==> src/rtl/encoder_and_button_events_macros.svh <==
// assertion macros for the encoder and button event block
// used by the queue and back-end modules; no other dependencies
`ifndef ENCODER_AND_BUTTON_EVENTS_MACROS_SVH
`define ENCODER_AND_BUTTON_EVENTS_MACROS_SVH
`ifndef ASSERT_OFF
`define EABE_ASSERT(lbl, clk, rst, prop, msg) \
   lbl: assert property (@(posedge clk) disable iff (rst) prop) else $error(msg);
`define EABE_NEVER(lbl, clk, rst, cond, msg) \
   lbl: assert property (@(posedge clk) disable iff (rst) !(cond)) else $error(msg);
`else
`define EABE_ASSERT(lbl, clk, rst, prop, msg)
`define EABE_NEVER(lbl, clk, rst, cond, msg)
`endif
`endif

==> src/rtl/eabe_pkg.sv <==
// shared types, constants and the quadrature table for the event block
// no dependencies
`default_nettype none
package eabe_pkg;

   localparam int unsigned QUEUE_DEPTH = 2;
   localparam int unsigned QPTR_W      = $clog2(QUEUE_DEPTH);
   localparam int unsigned QCNT_W      = $clog2(QUEUE_DEPTH + 1);
   localparam int unsigned CSR_DATA_W  = 16;

   localparam logic [3:0]  QUAD_INDEX_MASK   = 4'hF;
   localparam logic [7:0]  CLICK_MAX         = 8'd255;
   localparam logic [1:0]  PHASES_RESET      = 2'b11;
   localparam logic [6:0]  DETENT_RESET      = 7'd4;
   localparam logic [15:0] DEBOUNCE_RESET    = 16'd50;
   localparam logic [15:0] LONG_PRESS_RESET  = 16'd800;
   localparam logic [15:0] CLICK_GAP_RESET   = 16'd350;

   typedef enum logic [1:0] {
      CSR_DETENT     = 2'd0,
      CSR_DEBOUNCE   = 2'd1,
      CSR_LONG_PRESS = 2'd2,
      CSR_CLICK_GAP  = 2'd3
   } csr_index_type;

   typedef struct packed {
      logic        phase_a;
      logic        phase_b;
      logic        switch_level;
      logic [31:0] now_ms;
   } req_type;

   typedef struct packed {
      logic signed [1:0] rotation;
      logic [7:0]        click_count;
      logic              long_press;
   } rsp_type;

   typedef struct packed {
      logic signed [1:0] step;
      logic              switch_level;
      logic [31:0]       now_ms;
   } item_type;

   typedef struct packed {
      logic [6:0]  transitions_per_detent;
      logic [15:0] debounce_time;
      logic [15:0] long_press_time;
      logic [15:0] click_gap_time;
   } cfg_type;

   function automatic logic signed [1:0] quad_step(input logic [3:0] idx);
      logic signed [1:0] s;
      case (idx)
         4'd1, 4'd7, 4'd8, 4'd14:  s = -2'sd1;
         4'd2, 4'd4, 4'd11, 4'd13: s = 2'sd1;
         default:                  s = 2'sd0;
      endcase
      return s;
   endfunction

endpackage
`default_nettype wire

==> src/rtl/eabe_front.sv <==
// front end: accepts polls and decodes the quadrature step
// depends on eabe_pkg
`default_nettype none
module eabe_front
   import eabe_pkg::*;
(
   input  wire logic     clock,
   input  wire logic     reset,
   input  wire logic     req_valid,
   input  wire req_type  req_data,
   input  wire logic     q_full,
   output logic          push,
   output item_type      push_item
);

   logic [1:0] prev_phases_ff;
   logic [1:0] prev_phases_in;
   logic [1:0] phases;

   always_comb begin
      phases            = {req_data.phase_a, req_data.phase_b};
      push              = req_valid && !q_full;
      prev_phases_in    = push ? phases : prev_phases_ff;
      push_item.step    = quad_step({prev_phases_ff, phases} & QUAD_INDEX_MASK);
      push_item.switch_level = req_data.switch_level;
      push_item.now_ms  = req_data.now_ms;
   end

   always_ff @(posedge clock) begin
      if (reset) begin
         prev_phases_ff <= PHASES_RESET;
      end else begin
         prev_phases_ff <= prev_phases_in;
      end
   end

endmodule
`default_nettype wire

==> src/rtl/eabe_queue.sv <==
// short queue between front and back ends
// depends on eabe_pkg and the assertion macros
`default_nettype none
`include "encoder_and_button_events_macros.svh"
module eabe_queue
   import eabe_pkg::*;
(
   input  wire logic     clock,
   input  wire logic     reset,
   input  wire logic     push,
   input  wire item_type push_item,
   input  wire logic     pop,
   output logic          full,
   output logic          head_valid,
   output item_type      head_item
);

   item_type            entry_ff [QUEUE_DEPTH];
   logic [QPTR_W-1:0]   wr_ptr_ff, wr_ptr_in;
   logic [QPTR_W-1:0]   rd_ptr_ff, rd_ptr_in;
   logic [QCNT_W-1:0]   count_ff, count_in;

   localparam logic [QPTR_W-1:0] LAST_PTR = QPTR_W'(QUEUE_DEPTH - 1);
   localparam logic [QCNT_W-1:0] FULL_CNT = QCNT_W'(QUEUE_DEPTH);

   always_comb begin
      full       = (count_ff == FULL_CNT);
      head_valid = (count_ff != '0);
      head_item  = entry_ff[rd_ptr_ff];
      wr_ptr_in  = wr_ptr_ff;
      rd_ptr_in  = rd_ptr_ff;
      count_in   = count_ff;
      if (push) begin
         wr_ptr_in = (wr_ptr_ff == LAST_PTR) ? '0 : wr_ptr_ff + 1'b1;
      end
      if (pop) begin
         rd_ptr_in = (rd_ptr_ff == LAST_PTR) ? '0 : rd_ptr_ff + 1'b1;
      end
      if (push && !pop) begin
         count_in = count_ff + 1'b1;
      end else if (pop && !push) begin
         count_in = count_ff - 1'b1;
      end
   end

   always_ff @(posedge clock) begin
      if (reset) begin
         wr_ptr_ff <= '0;
         rd_ptr_ff <= '0;
         count_ff  <= '0;
      end else begin
         wr_ptr_ff <= wr_ptr_in;
         rd_ptr_ff <= rd_ptr_in;
         count_ff  <= count_in;
      end
   end

   always_ff @(posedge clock) begin
      if (push) begin
         entry_ff[wr_ptr_ff] <= push_item;
      end
   end

   `EABE_NEVER(a_no_overflow, clock, reset, push && full, "push into full queue")
   `EABE_NEVER(a_no_underflow, clock, reset, pop && !head_valid, "pop from empty queue")
   `EABE_NEVER(a_count_range, clock, reset, count_ff > FULL_CNT, "queue count out of range")

endmodule
`default_nettype wire

==> src/rtl/eabe_back.sv <==
// back end: detent accumulation, debounce, click and long-press logic
// depends on eabe_pkg and the assertion macros
`default_nettype none
`include "encoder_and_button_events_macros.svh"
module eabe_back
   import eabe_pkg::*;
(
   input  wire logic     clock,
   input  wire logic     reset,
   input  wire cfg_type  cfg,
   input  wire logic     head_valid,
   input  wire item_type head_item,
   output logic          pop,
   output logic          rsp_valid,
   input  wire logic     rsp_stall,
   output rsp_type       rsp_data
);

   logic signed [7:0] acc_ff, acc_in;
   logic              raw_last_ff, raw_last_in;
   logic [31:0]       raw_time_ff, raw_time_in;
   logic              stable_ff, stable_in;
   logic [31:0]       press_time_ff, press_time_in;
   logic              lp_done_ff, lp_done_in;
   logic [7:0]        pending_ff, pending_in;
   logic [31:0]       release_time_ff, release_time_in;
   logic              rsp_valid_ff, rsp_valid_in;
   rsp_type           rsp_ff, rsp_in;

   logic signed [8:0] sum;
   logic signed [8:0] lim;
   logic [31:0]       now;
   logic              raw;
   logic              raw_chg;
   logic [31:0]       db_diff, press_diff, rel_diff;
   logic              stable_upd, press_set, rel_set;

   always_comb begin
      pop  = head_valid && (!rsp_valid_ff || !rsp_stall);
      now  = head_item.now_ms;
      raw  = head_item.switch_level;

      acc_in          = acc_ff;
      raw_last_in     = raw_last_ff;
      raw_time_in     = raw_time_ff;
      stable_in       = stable_ff;
      press_time_in   = press_time_ff;
      lp_done_in      = lp_done_ff;
      pending_in      = pending_ff;
      release_time_in = release_time_ff;
      rsp_in          = rsp_ff;
      rsp_valid_in    = rsp_valid_ff && rsp_stall;

      // detent accumulation
      sum = $signed({acc_ff[7], acc_ff}) + $signed({{7{head_item.step[1]}}, head_item.step});
      lim = $signed({2'b00, cfg.transitions_per_detent});
      rsp_in.rotation = 2'sd0;
      if (head_item.step != 2'sd0) begin
         if (sum >= lim) begin
            acc_in          = '0;
            rsp_in.rotation = 2'sd1;
         end else if (sum <= -lim) begin
            acc_in          = '0;
            rsp_in.rotation = -2'sd1;
         end else begin
            acc_in = sum[7:0];
         end
      end

      // debounce
      raw_chg = (raw != raw_last_ff);
      if (raw_chg) begin
         raw_last_in = raw;
         raw_time_in = now;
      end
      db_diff    = raw_chg ? 32'd0 : now - raw_time_ff;
      stable_upd = (db_diff > {16'd0, cfg.debounce_time}) && (raw != stable_ff);
      press_set  = stable_upd && !raw;
      rel_set    = stable_upd && raw && !lp_done_ff;
      if (stable_upd) begin
         stable_in = raw;
      end
      if (press_set) begin
         press_time_in = now;
         lp_done_in    = 1'b0;
      end
      if (rel_set) begin
         if (pending_ff != CLICK_MAX) begin
            pending_in = pending_ff + 8'd1;
         end
         release_time_in = now;
      end

      // long press
      press_diff = press_set ? 32'd0 : now - press_time_ff;
      rsp_in.long_press = 1'b0;
      if (!stable_in && !lp_done_in && (press_diff >= {16'd0, cfg.long_press_time})) begin
         lp_done_in        = 1'b1;
         pending_in        = '0;
         rsp_in.long_press = 1'b1;
      end

      // click run end
      rel_diff = rel_set ? 32'd0 : now - release_time_ff;
      rsp_in.click_count = '0;
      if ((pending_in != '0) && (rel_diff >= {16'd0, cfg.click_gap_time})) begin
         rsp_in.click_count = pending_in;
         pending_in         = '0;
      end

      if (!pop) begin
         acc_in          = acc_ff;
         raw_last_in     = raw_last_ff;
         raw_time_in     = raw_time_ff;
         stable_in       = stable_ff;
         press_time_in   = press_time_ff;
         lp_done_in      = lp_done_ff;
         pending_in      = pending_ff;
         release_time_in = release_time_ff;
         rsp_in          = rsp_ff;
      end else begin
         rsp_valid_in = 1'b1;
      end
   end

   always_ff @(posedge clock) begin
      if (reset) begin
         acc_ff          <= '0;
         raw_last_ff     <= 1'b1;
         raw_time_ff     <= '0;
         stable_ff       <= 1'b1;
         press_time_ff   <= '0;
         lp_done_ff      <= 1'b0;
         pending_ff      <= '0;
         release_time_ff <= '0;
         rsp_valid_ff    <= 1'b0;
      end else begin
         acc_ff          <= acc_in;
         raw_last_ff     <= raw_last_in;
         raw_time_ff     <= raw_time_in;
         stable_ff       <= stable_in;
         press_time_ff   <= press_time_in;
         lp_done_ff      <= lp_done_in;
         pending_ff      <= pending_in;
         release_time_ff <= release_time_in;
         rsp_valid_ff    <= rsp_valid_in;
      end
   end

   always_ff @(posedge clock) begin
      rsp_ff <= rsp_in;
   end

   assign rsp_valid = rsp_valid_ff;
   assign rsp_data  = rsp_ff;

   `EABE_NEVER(a_lp_no_clicks, clock, reset, rsp_valid_ff && rsp_ff.long_press && (rsp_ff.click_count != '0), "long press and clicks in one beat")
   `EABE_NEVER(a_rot_code, clock, reset, rsp_valid_ff && (rsp_ff.rotation == -2'sd2), "bad rotation code")
   `EABE_ASSERT(a_lp_pressed, clock, reset, (pop && rsp_in.long_press) |=> (!stable_ff && lp_done_ff), "long press without held state")

endmodule
`default_nettype wire

==> src/rtl/encoder_and_button_events.sv <==
// top level: config registers, front end, queue and back end
// depends on eabe_pkg, eabe_front, eabe_queue, eabe_back
//
//   channel  direction  handshake             payload
//   req      in         req_valid/req_stall   req_type (phases, switch, now_ms)
//   rsp      out        rsp_valid/rsp_stall   rsp_type (rotation, clicks, long press)
//   csr      in         csr_we                csr_index, csr_wdata
//
// one poll per cycle sustained while rsp does not stall; a taken poll reaches rsp
// through the two-entry queue and the output register of the back end
// req_stall rises only when the queue holds two beats, i.e. rsp has stalled
// synchronous reset clears all event state and loads the register defaults
`default_nettype none
module encoder_and_button_events
   import eabe_pkg::*;
(
   input  wire logic                  clock,
   input  wire logic                  reset,
   input  wire logic                  req_valid,
   output logic                       req_stall,
   input  wire req_type               req_data,
   output logic                       rsp_valid,
   input  wire logic                  rsp_stall,
   output rsp_type                    rsp_data,
   input  wire logic                  csr_we,
   input  wire logic [1:0]            csr_index,
   input  wire logic [CSR_DATA_W-1:0] csr_wdata
);

   cfg_type  cfg_ff, cfg_in;
   logic     q_full, push, pop, head_valid;
   item_type push_item, head_item;

   always_comb begin
      cfg_in = cfg_ff;
      if (csr_we) begin
         case (csr_index_type'(csr_index))
            CSR_DETENT:     cfg_in.transitions_per_detent = csr_wdata[6:0];
            CSR_DEBOUNCE:   cfg_in.debounce_time          = csr_wdata;
            CSR_LONG_PRESS: cfg_in.long_press_time        = csr_wdata;
            CSR_CLICK_GAP:  cfg_in.click_gap_time         = csr_wdata;
            default:        cfg_in = cfg_ff;
         endcase
      end
   end

   always_ff @(posedge clock) begin
      if (reset) begin
         cfg_ff.transitions_per_detent <= DETENT_RESET;
         cfg_ff.debounce_time          <= DEBOUNCE_RESET;
         cfg_ff.long_press_time        <= LONG_PRESS_RESET;
         cfg_ff.click_gap_time         <= CLICK_GAP_RESET;
      end else begin
         cfg_ff <= cfg_in;
      end
   end

   assign req_stall = q_full;

   eabe_front u_front (
      .clock     (clock),
      .reset     (reset),
      .req_valid (req_valid),
      .req_data  (req_data),
      .q_full    (q_full),
      .push      (push),
      .push_item (push_item)
   );

   eabe_queue u_queue (
      .clock      (clock),
      .reset      (reset),
      .push       (push),
      .push_item  (push_item),
      .pop        (pop),
      .full       (q_full),
      .head_valid (head_valid),
      .head_item  (head_item)
   );

   eabe_back u_back (
      .clock      (clock),
      .reset      (reset),
      .cfg        (cfg_ff),
      .head_valid (head_valid),
      .head_item  (head_item),
      .pop        (pop),
      .rsp_valid  (rsp_valid),
      .rsp_stall  (rsp_stall),
      .rsp_data   (rsp_data)
   );

endmodule
`default_nettype wire

==> config.mk <==
export PLATFORM = sky130hd
export DESIGN_NAME = encoder_and_button_events
export DESIGN_NICKNAME = d
export VERILOG_FILES = /design/src/rtl/eabe_pkg.sv /design/src/rtl/eabe_front.sv /design/src/rtl/eabe_queue.sv /design/src/rtl/eabe_back.sv /design/src/rtl/encoder_and_button_events.sv
export VERILOG_INCLUDE_DIRS = /design/src /design/src/rtl
export SDC_FILE = /design/constraint.sdc
export NUM_CORES = 1
export LEC_CHECK = 0
export ABC_AREA = 0
export BUFFER_PORTS_ARGS = -buffer_cell sky130_fd_sc_hd__clkbuf_2
export CAP_MARGIN = 20
export CORE_MARGIN = 2
export CORE_UTILIZATION = 48
export CTS_CLUSTER_SIZE = 24
export DETAILED_ROUTE_END_ITERATION = 10
export PLACE_DENSITY = 0.67
export SLEW_MARGIN = 20
export SYNTH_ARGS = -nofsm -noshare
export SYNTH_HDL_FRONTEND = slang
export SYNTH_SLANG_ARGS = --single-unit
==> constraint.sdc <==
create_clock -name clock -period 8.7 [get_ports clock]
set_input_delay 2.175 -clock clock [delete_from_list [all_inputs] [get_ports clock]]
set_output_delay 2.175 -clock clock [all_outputs]
set_load 0.02 [all_outputs]
# After elaboration in Yosys (flattened, before gate mapping)
# Memories as Yosys holds them, arrays and structs flattened. A register that Yosys moved wholly into a read port is not among the register bits.
# Cells that the tools add are included.
dict set report word_totals {
  wordCells 106
  input_bits 58
  mem_count 2
  output_inout_bits 13
  ff_bits 188
  romBits 32
  ram_bits 70
}
dict set report classes {
  muxes 24
  n_addsub 10
  n_bitwise 1
  n_lt_le_gt_ge 5
  n_eq_ne 7
  reduce_logical 36
}
# name words width read_ports rd_clocked_by_memory_dff wr line_no
set mem_list {}
lappend mem_list {u_queue.entry_ff 2 35 1 1 1 eabe_queue.sv:18} ;# item_type entry_ff [QUEUE_DEPTH];
lappend mem_list {{(name not given)} 16 2 1 0 0 eabe_pkg.sv:54} ;# case (idx)
# operator n
set op_table {}
lappend op_table {{$mux 32} 3}
lappend op_table {{$sub 32x32->32} 3}
lappend op_table {{$ge 32x16->1} 2}
lappend op_table {{$mux 8} 6}
lappend op_table {{$gt 32x16->1} 1}
lappend op_table {{$reduce_and 2->1} 8}
lappend op_table {{$logic_and 1x1->1} 12}
lappend op_table {{$mux 1} 12}
lappend op_table {{$add 8x2->9} 1}
lappend op_table {{$ge 9x8->1} 1}
lappend op_table {{$le 9x9->1} 1}
lappend op_table {{$logic_not 1->1} 9}
lappend op_table {{$neg 7->9} 1}
lappend op_table {{$add 8x1->8 const B} 1}
lappend op_table {{$ne 8x8->1 const B} 1}
lappend op_table {{$reduce_bool 8->1} 1}
lappend op_table {{$eq 2x2->1 const B} 3}
lappend op_table {{$mux 2} 3}
lappend op_table {{$reduce_bool 2->1} 3}
lappend op_table {{$add 1x1->1 const B} 2}
lappend op_table {{$add 2x1->2 const B} 1}
lappend op_table {{$eq 2x1->1 const B} 1}
lappend op_table {{$logic_not 2->1} 1}
lappend op_table {{$ne 1x1->1} 2}
lappend op_table {{other kinds (4)} 4}

# Depth between registers and ports, before layout
# Gate-level depths: netlist of the first run.
dict set report logic_depth {
  depth_word 13
  mapped_depth 39
  mapped_depth_nobuf 34
}

# By module
# From an unflattened synthesis of the first run, not the netlist that was laid out.
dict set report unflattened {
  hier_cells 2189
  hier_area_um2 18310.1
}
# mod n_inst cells_per_inst area_each_um2
set by_module_without_submodules {}
lappend by_module_without_submodules {eabe_back 1 1795 12897.4}
lappend by_module_without_submodules {eabe_queue 1 131 2745.1}
lappend by_module_without_submodules {encoder_and_button_events 1 211 2234.6}
lappend by_module_without_submodules {eabe_front 1 52 432.9}

# Worst setup path before layout of the first run
# Ideal clock, no wire load.
dict set report synth_timing {
  kind {reg-to-reg}
  startpoint {register with a tool-made name}
  endpoint {register u_back.lp_done_ff}
  stages_incl_launch_ff 39
  slack_ps 584
  synth_period_minus_slack_ps 8116
  n_path_buf 5
  t_arrival_ps 7989
  setup_time_ps 128
  path_cell_list {dfxtp_1 -> buf_2 -> buf_1 -> mux2i_1 -> inv_1 -> ha_1 -> nor2b_1 -> o2111a_1 -> nor2_1 -> o21ai_0 -> a21o_1 -> a21oi_1 -> xor2_1 -> nor2_1 -> ha_1 -> and3_1 -> a221o_1 -> a221oi_1 -> [3 not listed] -> nor4_2 -> or3_1 -> buf_4 -> clkbuf_1 -> and2_1 -> ha_1 -> a21o_1 -> a21oi_1 -> nor2b_1 -> o21ai_0 -> a41o_1 -> nand4b_1 -> or3_1 -> nor3_1 -> a32o_1 -> buf_2 -> a2bb2oi_1 -> nor2_1}
}
# element line_no
set synth_lines {}
lappend synth_lines {{to (signal assigned)} eabe_back.sv:143} ;# lp_done_ff <= lp_done_in;
lappend synth_lines {{to (decl)} eabe_back.sv:24} ;# logic lp_done_ff, lp_done_in;

==> results of run 1 <==
==> synthesized netlist by cell type, types with 5 or more instances <==
| cell type | n | area (µm²) |
|---|---|---|
| dfxtp_1 | 178 | 3563 |
| o21ai_1 | 11 | 55.05 |
| and2_1 | 20 | 125.1 |
| mux2i_1 | 42 | 420.4 |
| buf_4 | 5 | 37.54 |
| nor4_1 | 13 | 81.33 |
| o31ai_1 | 7 | 52.55 |
| nor2b_1 | 17 | 106.4 |
| edfxtp_1 | 81 | 2432 |
| buf_1 | 8 | 30.03 |
| nand2b_1 | 18 | 112.6 |
| a21oi_1 | 174 | 870.8 |
| inv_1 | 213 | 799.5 |
| o21a_1 | 22 | 165.2 |
| xnor2_1 | 46 | 402.9 |
| a211o_1 | 17 | 148.9 |
| and3_1 | 13 | 81.33 |
| clkbuf_1 | 67 | 251.5 |
| nand2_1 | 178 | 668.1 |
| nand3_1 | 44 | 220.2 |
| a211oi_2 | 24 | 300.3 |
| nor2_1 | 236 | 885.9 |
| or2_2 | 5 | 31.28 |
| or3_1 | 9 | 56.30 |
| ha_1 | 173 | 2165 |
| a211oi_1 | 85 | 638.1 |
| buf_2 | 7 | 35.03 |
| a21o_1 | 45 | 337.8 |
| nand4_1 | 35 | 219.0 |
| o21bai_1 | 16 | 120.1 |
| o21ai_0 | 60 | 300.3 |
| o22ai_1 | 10 | 62.56 |
| nand3b_1 | 8 | 60.06 |
| nor3_1 | 24 | 120.1 |
| a31oi_1 | 12 | 75.07 |
| o211ai_1 | 12 | 90.09 |
| xor2_1 | 31 | 271.5 |
==> timing repair <==
action                     in CTS  in global routing
gates resized for setup         0                  4
buffers inserted                0                  1
setup endpoints to repair       0                 18
==> per-stage QoR <==
step / std cells / hold slack [ns] / area (µm²) / total power (W)
floorplan: 2068 / 0.4362 / 17470 / 0.005593
global placement: 2529 / 0.4424 / 18210 / 0.006674
detailed placement: 2529 / 0.4481 / 18210 / 0.006789
CTS: 2581 / 0.4572 / 19170 / 0.008062
global route: 2583 / 0.4751 / 19200 / 0.008786
finish: 2583 / 0.4551 / 19200 / 0.008107
==> metal layers <==
metal | global-route usage | share of wire | vias to the layer above
li1 | - | - | 7408
met1 | 0.3322 | 0.47 | 6971
met3 | 0.02186 | 0.054 | 69
met2 | 0.3919 | 0.45 | 366
met4 | 0.06333 | 0.025 | 0
met5 | 0 | 0 | -
==> placed cells by master, fill, tap and decap left out, types with 24 or more instances in the layout <==
cell / n
a211oi_2: 24
o21ai_0: 59
inv_1: 212
ha_1: 173
xnor2_1: 46
dfxtp_1: 177
nor2_1: 234
a21o_1: 45
mux2i_1: 42
nand3_1: 44
edfxtp_1: 81
xor2_1: 31
nand2_1: 178
a21oi_1: 174
nor3_1: 24
clkbuf_2: 69
a211oi_1: 85
nand4_1: 35
clkbuf_16: 28
==> worst max path at each step <==
stage               from            endpoint
floorplan           flop   u_back.lp_done_ff
global placement    flop  u_back.rsp_data[5]
detailed placement  flop  u_back.rsp_data[5]
CTS                 flop  u_back.rsp_data[5]
global route        flop  u_back.rsp_data[5]
finish              flop  u_back.rsp_data[5]
==> report_power, final <==
| group | switching, W | total, W | internal (W) |
|---|---|---|---|
| registers | 0.000116 | 0.00166 | 0.00154 |
| logic | 0.00316 | 0.00520 | 0.00204 |
| clock network | 0.000528 | 0.00125 | 0.000719 |
| total | 0.00381 | 0.00811 | 0.00430 |
==> kinds of logic (layout without fill, tap and decap cells) <==
logic type / Yosys count / count (layout) / share of synthesized area
AND/OR/NAND/NOR: 651 / 651 / 0.1737
AO/OA/AOI/OAI: 554 / 554 / 0.2200
buffers and inverters: 302 / 356 / 0.06688
flip-flops: 259 / 259 / 0.3431
adder cells (fa/ha/maj): 177 / 177 / 0.1285
XOR/XNOR: 77 / 77 / 0.03859
multiplexers: 48 / 48 / 0.02921
==> layout make-up <==
class / instances / area, µm²
fill: 3421 / 16540
clock inverter: 20 / 244.0
tap: 461 / 576.8
sequential: 259 / 5997
timing repair buffer: 90 / 506.7
clock buffer: 32 / 715.7
inverter: 214 / 803.3
multi-input combinational: 1507 / 10350
==> worst max-delay path: cells and delay by family, from the launching register on <==
kind | cells | cell delay, ns
and+or+nand+nor | 17 | 3.39
AOI/OAI and AO/OA | 9 | 1.91
adders and majority gates | 3 | 1.01
buffers and inverters | 3 | 0.70
DFF | 1 | 0.43
muxes | 1 | 0.33
xor gates and xnor gates | 1 | 0.18
==> sequential cells by signal (all words and copies together), names as in the netlist, named ones only <==
| name | flops |
|---|---|
| cfg_ff | 55 |
| u_queue.wr_ptr_ff | 1 |
| u_front.prev_phases_ff | 2 |
| u_back.raw_last_ff | 1 |
| u_back.lp_done_ff | 1 |
| u_back.pending_ff | 8 |
| u_back.press_time_ff | 32 |
| u_back.acc_ff | 8 |
| u_back.raw_time_ff | 32 |
| u_back.rsp_data | 11 |
| u_queue.entry_ff | 70 |
| u_back.release_time_ff | 32 |
| u_queue.rd_ptr_ff | 1 |
| u_back.stable_ff | 1 |
| u_queue.count_ff | 2 |
| u_back.rsp_valid | 1 |
==> metrics.md, run 1 <==
| Metric | Value |
|---|---|
| Outcome | completed |
| CTS tree | done |
| First-pass GRT wire length | 73130 µm |
| # rows | 69 |
| Sum Neg Setup Slack | 0 ns |
| Fmax | 122.5 MHz |
| Slew Limit Fails | 0 |
| Slew margin rel. | 0.3307 |
| Ant diodes | 0 |
| Final HPWL DP | 36000 µm |
| Port Buf Inserts | 70 |
| Avg Cell Area, Syn | 8.450 µm² |
| # H-tree levels | 1 |
| Worst-Margin Slew | 1.002 ns |
| Hold Buf Count CTS | 0 |
| Post-synthesis sequential area ratio | 0.3431 |
| Post-Syn Instances | 2068 |
| Asr flop ratio synth | 0 |
| Core Util, Final | 0.5371 |
| Crit Path Category | reg -> reg |
| Ys flop type | dfxtp_1 |
| Antenna Nets Post-Route | 0 |
| Core ar. | 35740 µm² |
| Area grow syn2layout | 9.860% |
| Initial Util | 0.4889 |
| Share of cells above drive strength 1 | 0.09519 |
| Final Hold Fails | 0 |
| Final Wtd Congestion | 0.9239 |
| Vias in the first global route | 14050 |
| Critical path fanouts, max | 19 |
| Die height | 194.8 µm |
| Cts bufs inserted | 28 |
| Worst Hold Depth | 2 |
| Die area | 37950 µm² |
| Vias per cell | 5.735 |
| Crit path required time | 9.09 ns |
| YS warnings | 0 |
| DR iter-0 viols | 815 |
| Tcrit/Tclk final | 0.9385 |
| Max-Cap Viols | 0 |
| Hold Crit Endpoint | cfg_ff[23] |
| Synth cell types | 95 |
| Crit-path max cell delay | 0.54 ns |
| Leakage | 7.531 nW |
| RSZ-0062 raised after global routing | false |
| Hold WC Path Type | reg -> reg |
| Mapped Area | 17470 µm² |
| Post-synth EDFFs | 81 |
| Worst vdd ir | 0.2368 mV |
| Worst r2r dst | u_back.rsp_data[5] |
| Hold_sp | cfg_ff[23] |
| Clock transition at path regs | 0.07 ns |
| # setup viols final | 0 |
| # DRC | 0 |
| Skew-Pair Late Insertion Delay | 0.57 ns |
| FF+latch count, synth | 259 |
| Initial antenna violation count | 0 |
| I/O pin count | 71 |
| Die W | 194.8 µm |
| CP Capture Type | flop |
| Clock sink count | 259 |
| Routed WL per cell | 17.85 µm |
| FF-to-FF path depth | 34 |
| Synthesized Nets | 2303 |
| DR vias | 14810 |
| CP max-delay cell | or4bb_1 |
| Clk root buf | clkbuf_16 |
| Worst setup SP type | flop |
| Drt total wl | 46100 µm |
| Nets | 2335 |
| CP arrival | 8.55 ns |
| Grt ovf | 0 |
| Post-route minimum period | 8.165 ns |
| Flop2flop setup slack | 0.54 ns |
| Largest net degree at the start of global routing | 68 |
| GR Util All Layers | 0.2370 |
| Worst Skew | 0.02697 ns |
| Longest Clk Path Bufs | 3 |
| Pre-CTS WS | 0.04522 ns |
| Worst setup margin | 0.5352 ns |
| TritonRoute pass-1 iters | 5 |
| Pwr dens | 422.3 nW/µm² |
Note: power is estimated with default switching activity, not from simulation.
==> inputs of run 2 (changes only) <==
Settings changed: CORE_UTILIZATION 48 to 45, PLACE_DENSITY 0.67 to unset.
==> run 2 against run 1 <==
Against the previous run: die area increased by 6.5%; final cell count is 2.4% higher; register-to-register slack better by 0.24 ns; critical endpoint is now u_back.pending_ff[1]; routed wire length down 0.22%; sequential share of layout area is 0.25 points lower; sequential cell count did not move; sequential power is essentially flat.
==> metrics.md, run 2 (synthesized netlist as in run 1, its figures left out) <==
| Metric | Value |
|---|---|
| CP max-delay cell | dfxtp_2 |
| Initial antenna violation count | 0 (unchanged) |
| Tcrit/Tclk final | 0.9107 (-0.02778) |
| Clock sink count | 259 (unchanged) |
| DR iter-0 viols | 800 (-1.8%) |
| FF-to-FF path depth | 35 (+2.9%) |
| Area grow syn2layout | 10.75% |
| # H-tree levels | 1 (unchanged) |
| CP top delay family | compound AO/OA/AOI/OAI gates |
| Leakage | 7.569 nW (+0.51%) |
| GR Util All Layers | 0.2256 (-0.01140) |
| Hold_sp | cfg_ff[26] |
| Most used cell along the critical path | a21o_1 |
| Ant diodes | 0 (unchanged) |
| Fmax | 126.2 MHz (+3.1%) |
| Largest net degree at the start of global routing | 121 (+78%) |
| # DRC | 0 (unchanged) |
| Die area | 40420 µm² (+6.5%) |
| Biggest regs | u_queue.entry_ff (70), cfg_ff (55) |
| Hold Buf Count CTS | 0 (unchanged) |
| Crit path required time | 9.20 ns (+0.11 ns) |
| TritonRoute pass-1 iters | 5 (unchanged) |
| Max-Cap Viols | 0 (unchanged) |
| Cts bufs inserted | 30 (+7.1%) |
| Crit path buf inv count | 4 (+1) |
| Hold Crit Endpoint | cfg_ff[26] |
| Skew-Pair Late Insertion Delay | 0.59 ns (+0.02 ns) |
| Die W | 201.1 µm (+3.2%) |
| Post-route minimum period | 7.923 ns (-0.2417 ns) |
| Share of cells above drive strength 1 | 0.09732 (+0.002127) |
| Worst vdd ir | 0.1916 mV (-19%) |
| Clock transition at path regs | 0.06 ns (about the same) |
| Flop2flop setup slack | 0.78 ns (+0.24 ns) |
| I/O pin count | 71 (unchanged) |
| Max reg flops | 70 (unchanged) |
| CTS tree | done |
| Worst setup SP type | flop |
| Worst Skew | 0.01090 ns (-0.01608 ns) |
| Grt ovf | 0 (unchanged) |
| # rows | 72 (+4.3%) |
| Pwr dens | 422.0 nW/µm² (about the same) |
| Worst Hold Depth | 2 (unchanged) |
| Sum Neg Setup Slack | 0 ns (unchanged) |
| Die height | 201.1 µm (+3.2%) |
| Worst-Margin Slew | 1.016 ns (+0.01474 ns) |
| Slew Limit Fails | 0 (unchanged) |
| Final HPWL DP | 36110 µm (+0.32%) |
| Slew margin rel. | 0.3208 (-0.009851) |
| Nets | 2338 (+0.13%) |
| First-pass GRT wire length | 74150 µm (+1.4%) |
| CP Capture Type | flop |
| Final Wtd Congestion | 0.9125 (-1.2%) |
| Vias in the first global route | 14100 (+0.36%) |
| Antenna Nets Post-Route | 0 (unchanged) |
| Drt total wl | 46000 µm (-0.22%) |
| Outcome | completed |
| Final Hold Fails | 0 (unchanged) |
| Core ar. | 38470 µm² (+7.6%) |
| Most frequent cells in the layout | nor2_1, inv_1, nand2_1 |
| Clk root buf | clkbuf_16 |
| Crit-path max cell delay | 0.45 ns (-0.09 ns) |
| Routed WL per cell | 17.39 µm (-2.6%) |
| RSZ-0062 raised after global routing | false |
| Placed cell area | 18290 µm² (+0.43%) |
| Critical path fanouts, max | 10 (-9) |
| Hold WC Path Type | reg -> reg |
| Post-route cell area | 19350 µm² (+0.81%) |
| Crit Path Category | reg -> reg |
| Most common cell after layout, fill and taps aside | nor2_1 |
| Register bank with the most flops | u_queue.entry_ff |
| Initial Util | 0.4543 (-0.03464) |
| Vias per cell | 5.563 (-3.0%) |
| DR vias | 14720 (-0.67%) |
| CP arrival | 8.43 ns (-0.12 ns) |
| # setup viols final | 0 (unchanged) |
| Port Buf Inserts | 70 (unchanged) |
| Longest Clk Path Bufs | 3 (unchanged) |
| Worst r2r dst | u_back.pending_ff[1] |
==> run 2: cell count changes in the layout (fill, tap and decap cells not counted), sizes merged <==
cell / before / now
buf: 21 / 22
clkinv: 10 / 7
clkbuf: 101 / 104
inv: 217 / 221
bufinv: 4 / 3
clkinvlp: 3 / 4
==> run 2: through the flow <==
| step | setup slack, ns | hold slack, ns | utilization | instances | total power (W) |
|---|---|---|---|---|---|
| global route | 0.05569 | 0.4794 | 0.5031 | 2645 | 0.008920 |
| global placement | 0.3631 | 0.4437 | 0.4753 | 2587 | 0.006738 |
| detailed placement | 0.06000 | 0.4479 | 0.4753 | 2587 | 0.006810 |
| floorplan | 0.5836 | 0.4362 | - | 2068 | 0.005593 |
| finish | 0.7769 | 0.4550 | 0.5031 | 2645 | 0.008167 |
| CTS | 0.03527 | 0.4561 | 0.5024 | 2643 | 0.008157 |
==> run 2: final cells by class <==
class,count,area [µm²]
inverter,214,803.3
multi-input combinational,1507,10340
sequential,259,5997
tap,518,648.1
clock buffer,35,800.8
fill,3706,19110
timing repair buffer,91,518.0
clock inverter,21,241.5
==> run 2: worst max-delay path by stage <==
stage               slack, ns                    to  cells past startpoint  start
finish                   0.78  u_back.pending_ff[1]                     35   flop
global route             0.06  u_back.pending_ff[1]                     34   flop
CTS                      0.04    u_back.rsp_data[5]                     35   flop
detailed placement       0.06    u_back.rsp_data[5]                     35   flop
global placement         0.36    u_back.rsp_data[5]                     35   flop
floorplan                0.58     u_back.lp_done_ff                     38   flop
==> run 2: report_power, final <==
part	total (W)	leakage [nW]	internal (W)	switching (W)
logic	0.00519	4.86	0.00205	0.00314
registers	0.00166	2.21	0.00154	0.000120
clock network	0.00132	0.498	0.000762	0.000554
total	0.00817	7.57	0.00436	0.00381
==> run 2: worst min-delay path, stage by stage, from the launching register on <==
cell and delay, ns:
dfxtp_1 0.31, nand2_1 0.05, a21oi_1 0.05
==> run 2: routing by layer <==
metal / share of wire / routed length, µm / global-route usage / up-vias
met5: 0 / 0 / 0 / -
met4: 0.026 / 1210 / 0.06561 / 0
met3: 0.052 / 2378 / 0.02857 / 69
met2: 0.44 / 20190 / 0.3536 / 346
met1: 0.48 / 22220 / 0.3249 / 6878
li1: - / - / - / 7422
==> run 2: timing repair <==
item                                    4_1_cts  5_1_grt
endpoints found under the setup margin        0       18
endpoints found under the hold margin         0        0
resized for setup                             0        3
setup buffers                                 0        2
==> inputs of run 3 (changes only) <==
Settings changed: ABC_AREA 0 to 1, SETUP_SLACK_MARGIN set to 0.2.
==> run 3 against run 2 <==
Against the previous run: register-to-register slack gained 0.53 ns; sequential cell count is the same; sequential share of layout area shrank 1.3 points; largest cell class unchanged; first-iteration DRC count grew 76%.
==> metrics.md, run 3 <==
| Metric | Value |
|---|---|
| Outcome | completed |
| Hold Crit Endpoint | u_back.press_time_ff[13] |
| Hold Buf Count CTS | 0 (unchanged) |
| Sum Neg Setup Slack | 0 ns (unchanged) |
| Clock transition at path regs | 0.06 ns (about the same) |
| Antenna Nets Post-Route | 0 (unchanged) |
| Worst Hold Depth | 2 (unchanged) |
| Skew-Pair Late Insertion Delay | 0.58 ns (about the same) |
| Post CTS Setup Buffer Count | 0 (unchanged) |
| # rows | 73 (+1.4%) |
| Clock sink count | 259 (unchanged) |
| Ant diodes | 0 (unchanged) |
| # H-tree levels | 1 (unchanged) |
| Largest net degree at the start of global routing | 94 (-22%) |
| RSZ-0062 raised after global routing | false |
| Share of cells above drive strength 1 | 0.07429 (-0.02303) |
| Die W | 205.3 µm (+2.1%) |
| Core ar. | 39910 µm² (+3.8%) |
| Worst r2r dst | u_back.rsp_data[4] |
| Synthesized Nets | 2873 (+25%) |
| Post-CTS sizing | 0 (unchanged) |
| Hold_sp | u_back.press_time_ff[13] |
| GR Util All Layers | 0.2655 (+0.03989) |
| Biggest regs | u_queue.entry_ff (70), cfg_ff (55) |
| Final HPWL DP | 43740 µm (+21%) |
| Port Buf Inserts | 70 (unchanged) |
| FF-to-FF path depth | 41 (+17%) |
| Worst setup SP type | flop |
| # DRC | 0 (unchanged) |
| Top-count cell post-synth | nand2_1 |
| Vias per cell | 5.235 (-5.9%) |
| Grt ovf | 0 (unchanged) |
| Die height | 205.3 µm (+2.1%) |
| Initial antenna violation count | 1 (+1) |
| Max reg flops | 70 (unchanged) |
| Nets | 2929 (+25%) |
| Synth top area share | 0.1954 (-0.008548) |
| Register bank with the most flops | u_queue.entry_ff |
| Synth area leaders | dfxtp_1, nand2_1, edfxtp_1 |
| Drt total wl | 55400 µm (+20%) |
| Asr flop ratio synth | 0 (unchanged) |
| Slew Limit Fails | 0 (unchanged) |
| Fmax | 135.3 MHz (+7.2%) |
| TritonRoute pass-1 iters | 5 (unchanged) |
| Vias in the first global route | 15770 (+12%) |
| Avg Cell Area, Syn | 6.914 µm² (-18%) |
| Worst-Margin Slew | 0.9139 ns (-0.1024 ns) |
| Area grow syn2layout | 10.61% |
| Critical path fanouts, max | 34 (+24) |
| DR vias | 16980 (+15%) |
| Mapped Area | 18240 µm² (+4.4%) |
| Ys flop type | dfxtp_1 |
| CP max-delay cell | dfxtp_1 |
| Post-route minimum period | 7.393 ns (-0.5297 ns) |
| CP arrival | 7.70 ns (-0.73 ns) |
| Most used cell along the critical path | nand2_1 |
| Final Hold Fails | 0 (unchanged) |
| Max-Cap Viols | 0 (unchanged) |
| I/O pin count | 71 (unchanged) |
| Crit Path Category | reg -> reg |
| Crit-path max cell delay | 0.57 ns (+0.12 ns) |
| Final Wtd Congestion | 0.9729 (+6.6%) |
| Leading area contributor after synthesis | dfxtp_1 |
| Flop2flop setup slack | 1.31 ns (+0.53 ns) |
| Most frequent cells in the layout | nand2_1, inv_1, a21oi_1 |
| Cts bufs inserted | 31 (+3.3%) |
| CP Capture Type | flop |
| Clk root buf | clkbuf_16 |
| Most common cell after layout, fill and taps aside | nand2_1 |
| FF+latch count, synth | 259 (unchanged) |
| # setup viols final | 0 (unchanged) |
| Hold WC Path Type | reg -> reg |
| Post-Syn Instances | 2638 (+28%) |
| First-pass GRT wire length | 86800 µm (+17%) |
| YS warnings | 0 (unchanged) |
| Longest Clk Path Bufs | 3 (unchanged) |
| Tcrit/Tclk final | 0.8498 (-0.06088) |
| Initial Util | 0.4569 (+0.002677) |
| CTS tree | done |
| Synth cell types | 53 (-44%) |
| Die area | 42160 µm² (+4.3%) |
| Final hold slack | 0.4562 ns (+0.001209 ns) |
| Crit path required time | 9.01 ns (-0.19 ns) |
| DR iter-0 viols | 1406 (+76%) |
| Routed WL per cell | 17.08 µm (-1.8%) |
| Post-synthesis sequential area ratio | 0.3287 (-0.01438) |
| Slew margin rel. | 0.3860 (+0.06519) |
| Post-synth EDFFs | 81 (unchanged) |
| Synth top cells by count | nand2_1, inv_1, a21oi_1 |
| Worst Skew | 0.009507 ns (-0.001388 ns) |
==> run 3: routing by layer <==
metal  GRT usage  up-vias  part of all wire
met5           0        -                 0
met4     0.09353        0             0.039
met3     0.03421       99             0.054
met2      0.4079      412              0.42
met1      0.3816     7787              0.49
li1            -     8684                 -
==> run 3: worst max-delay path, delay by kind of cell, from the launching register on <==
family	cells	cell delay [ns]
buf+inv	5	0.90
compound gates	13	1.89
fa+ha+maj	3	0.94
flops	1	0.57
simple gates	20	2.79
==> run 3: worst max-delay path by stage <==
| stage | startpoint | endpoint | depth (start not counted) |
|---|---|---|---|
| after floorplan | flop | u_back.rsp_data[7] | 46 |
| after global placement | flop | u_back.rsp_data[8] | 41 |
| after detailed placement | flop | u_back.rsp_data[6] | 41 |
| after CTS | flop | u_back.rsp_data[6] | 41 |
| after global routing | flop | u_back.rsp_data[3] | 41 |
| final | flop | u_back.rsp_data[4] | 41 |
==> run 3: final cells by class <==
| class | instances | area [µm²] |
|---|---|---|
| fill | 4046 | 19740 |
| clock inverter | 17 | 176.4 |
| clock buffer | 41 | 863.3 |
| inverter | 444 | 1668 |
| multi-input combinational | 1873 | 10330 |
| sequential | 259 | 5996 |
| tap | 525 | 656.9 |
| timing repair buffer | 85 | 483.0 |
==> run 3: per-stage QoR <==
step                      utilization  instance area [µm²]  instances  setup WS, ns
final                          0.5054                20170       3244         1.307
after detailed placement       0.4793                19130       3186         1.369
after global placement         0.4786                19100       3185         1.597
after global routing           0.5054                20170       3244        0.4401
after CTS                      0.5053                20170       3244         1.332
after floorplan                     -                18240       2638         2.789
==> run 3: logic make-up (layout without fill, tap and decap cells) <==
| kind of cell | count (synthesis) | count (layout) | share of synthesized area |
|---|---|---|---|
| and+or+nand+nor | 1052 | 1052 | 0.2406 |
| AOI/OAI and AO/OA | 571 | 571 | 0.1660 |
| buffers and inverters | 506 | 587 | 0.1061 |
| DFF | 259 | 259 | 0.3287 |
| adders and majority gates | 177 | 177 | 0.1231 |
| xor gates and xnor gates | 72 | 72 | 0.03499 |
| muxes | 1 | 1 | 0.0005488 |
Power of run 3 is left out: the tool's default activity adds up to more than one toggle a clock period on the data nets, which glitch-free logic cannot reach.
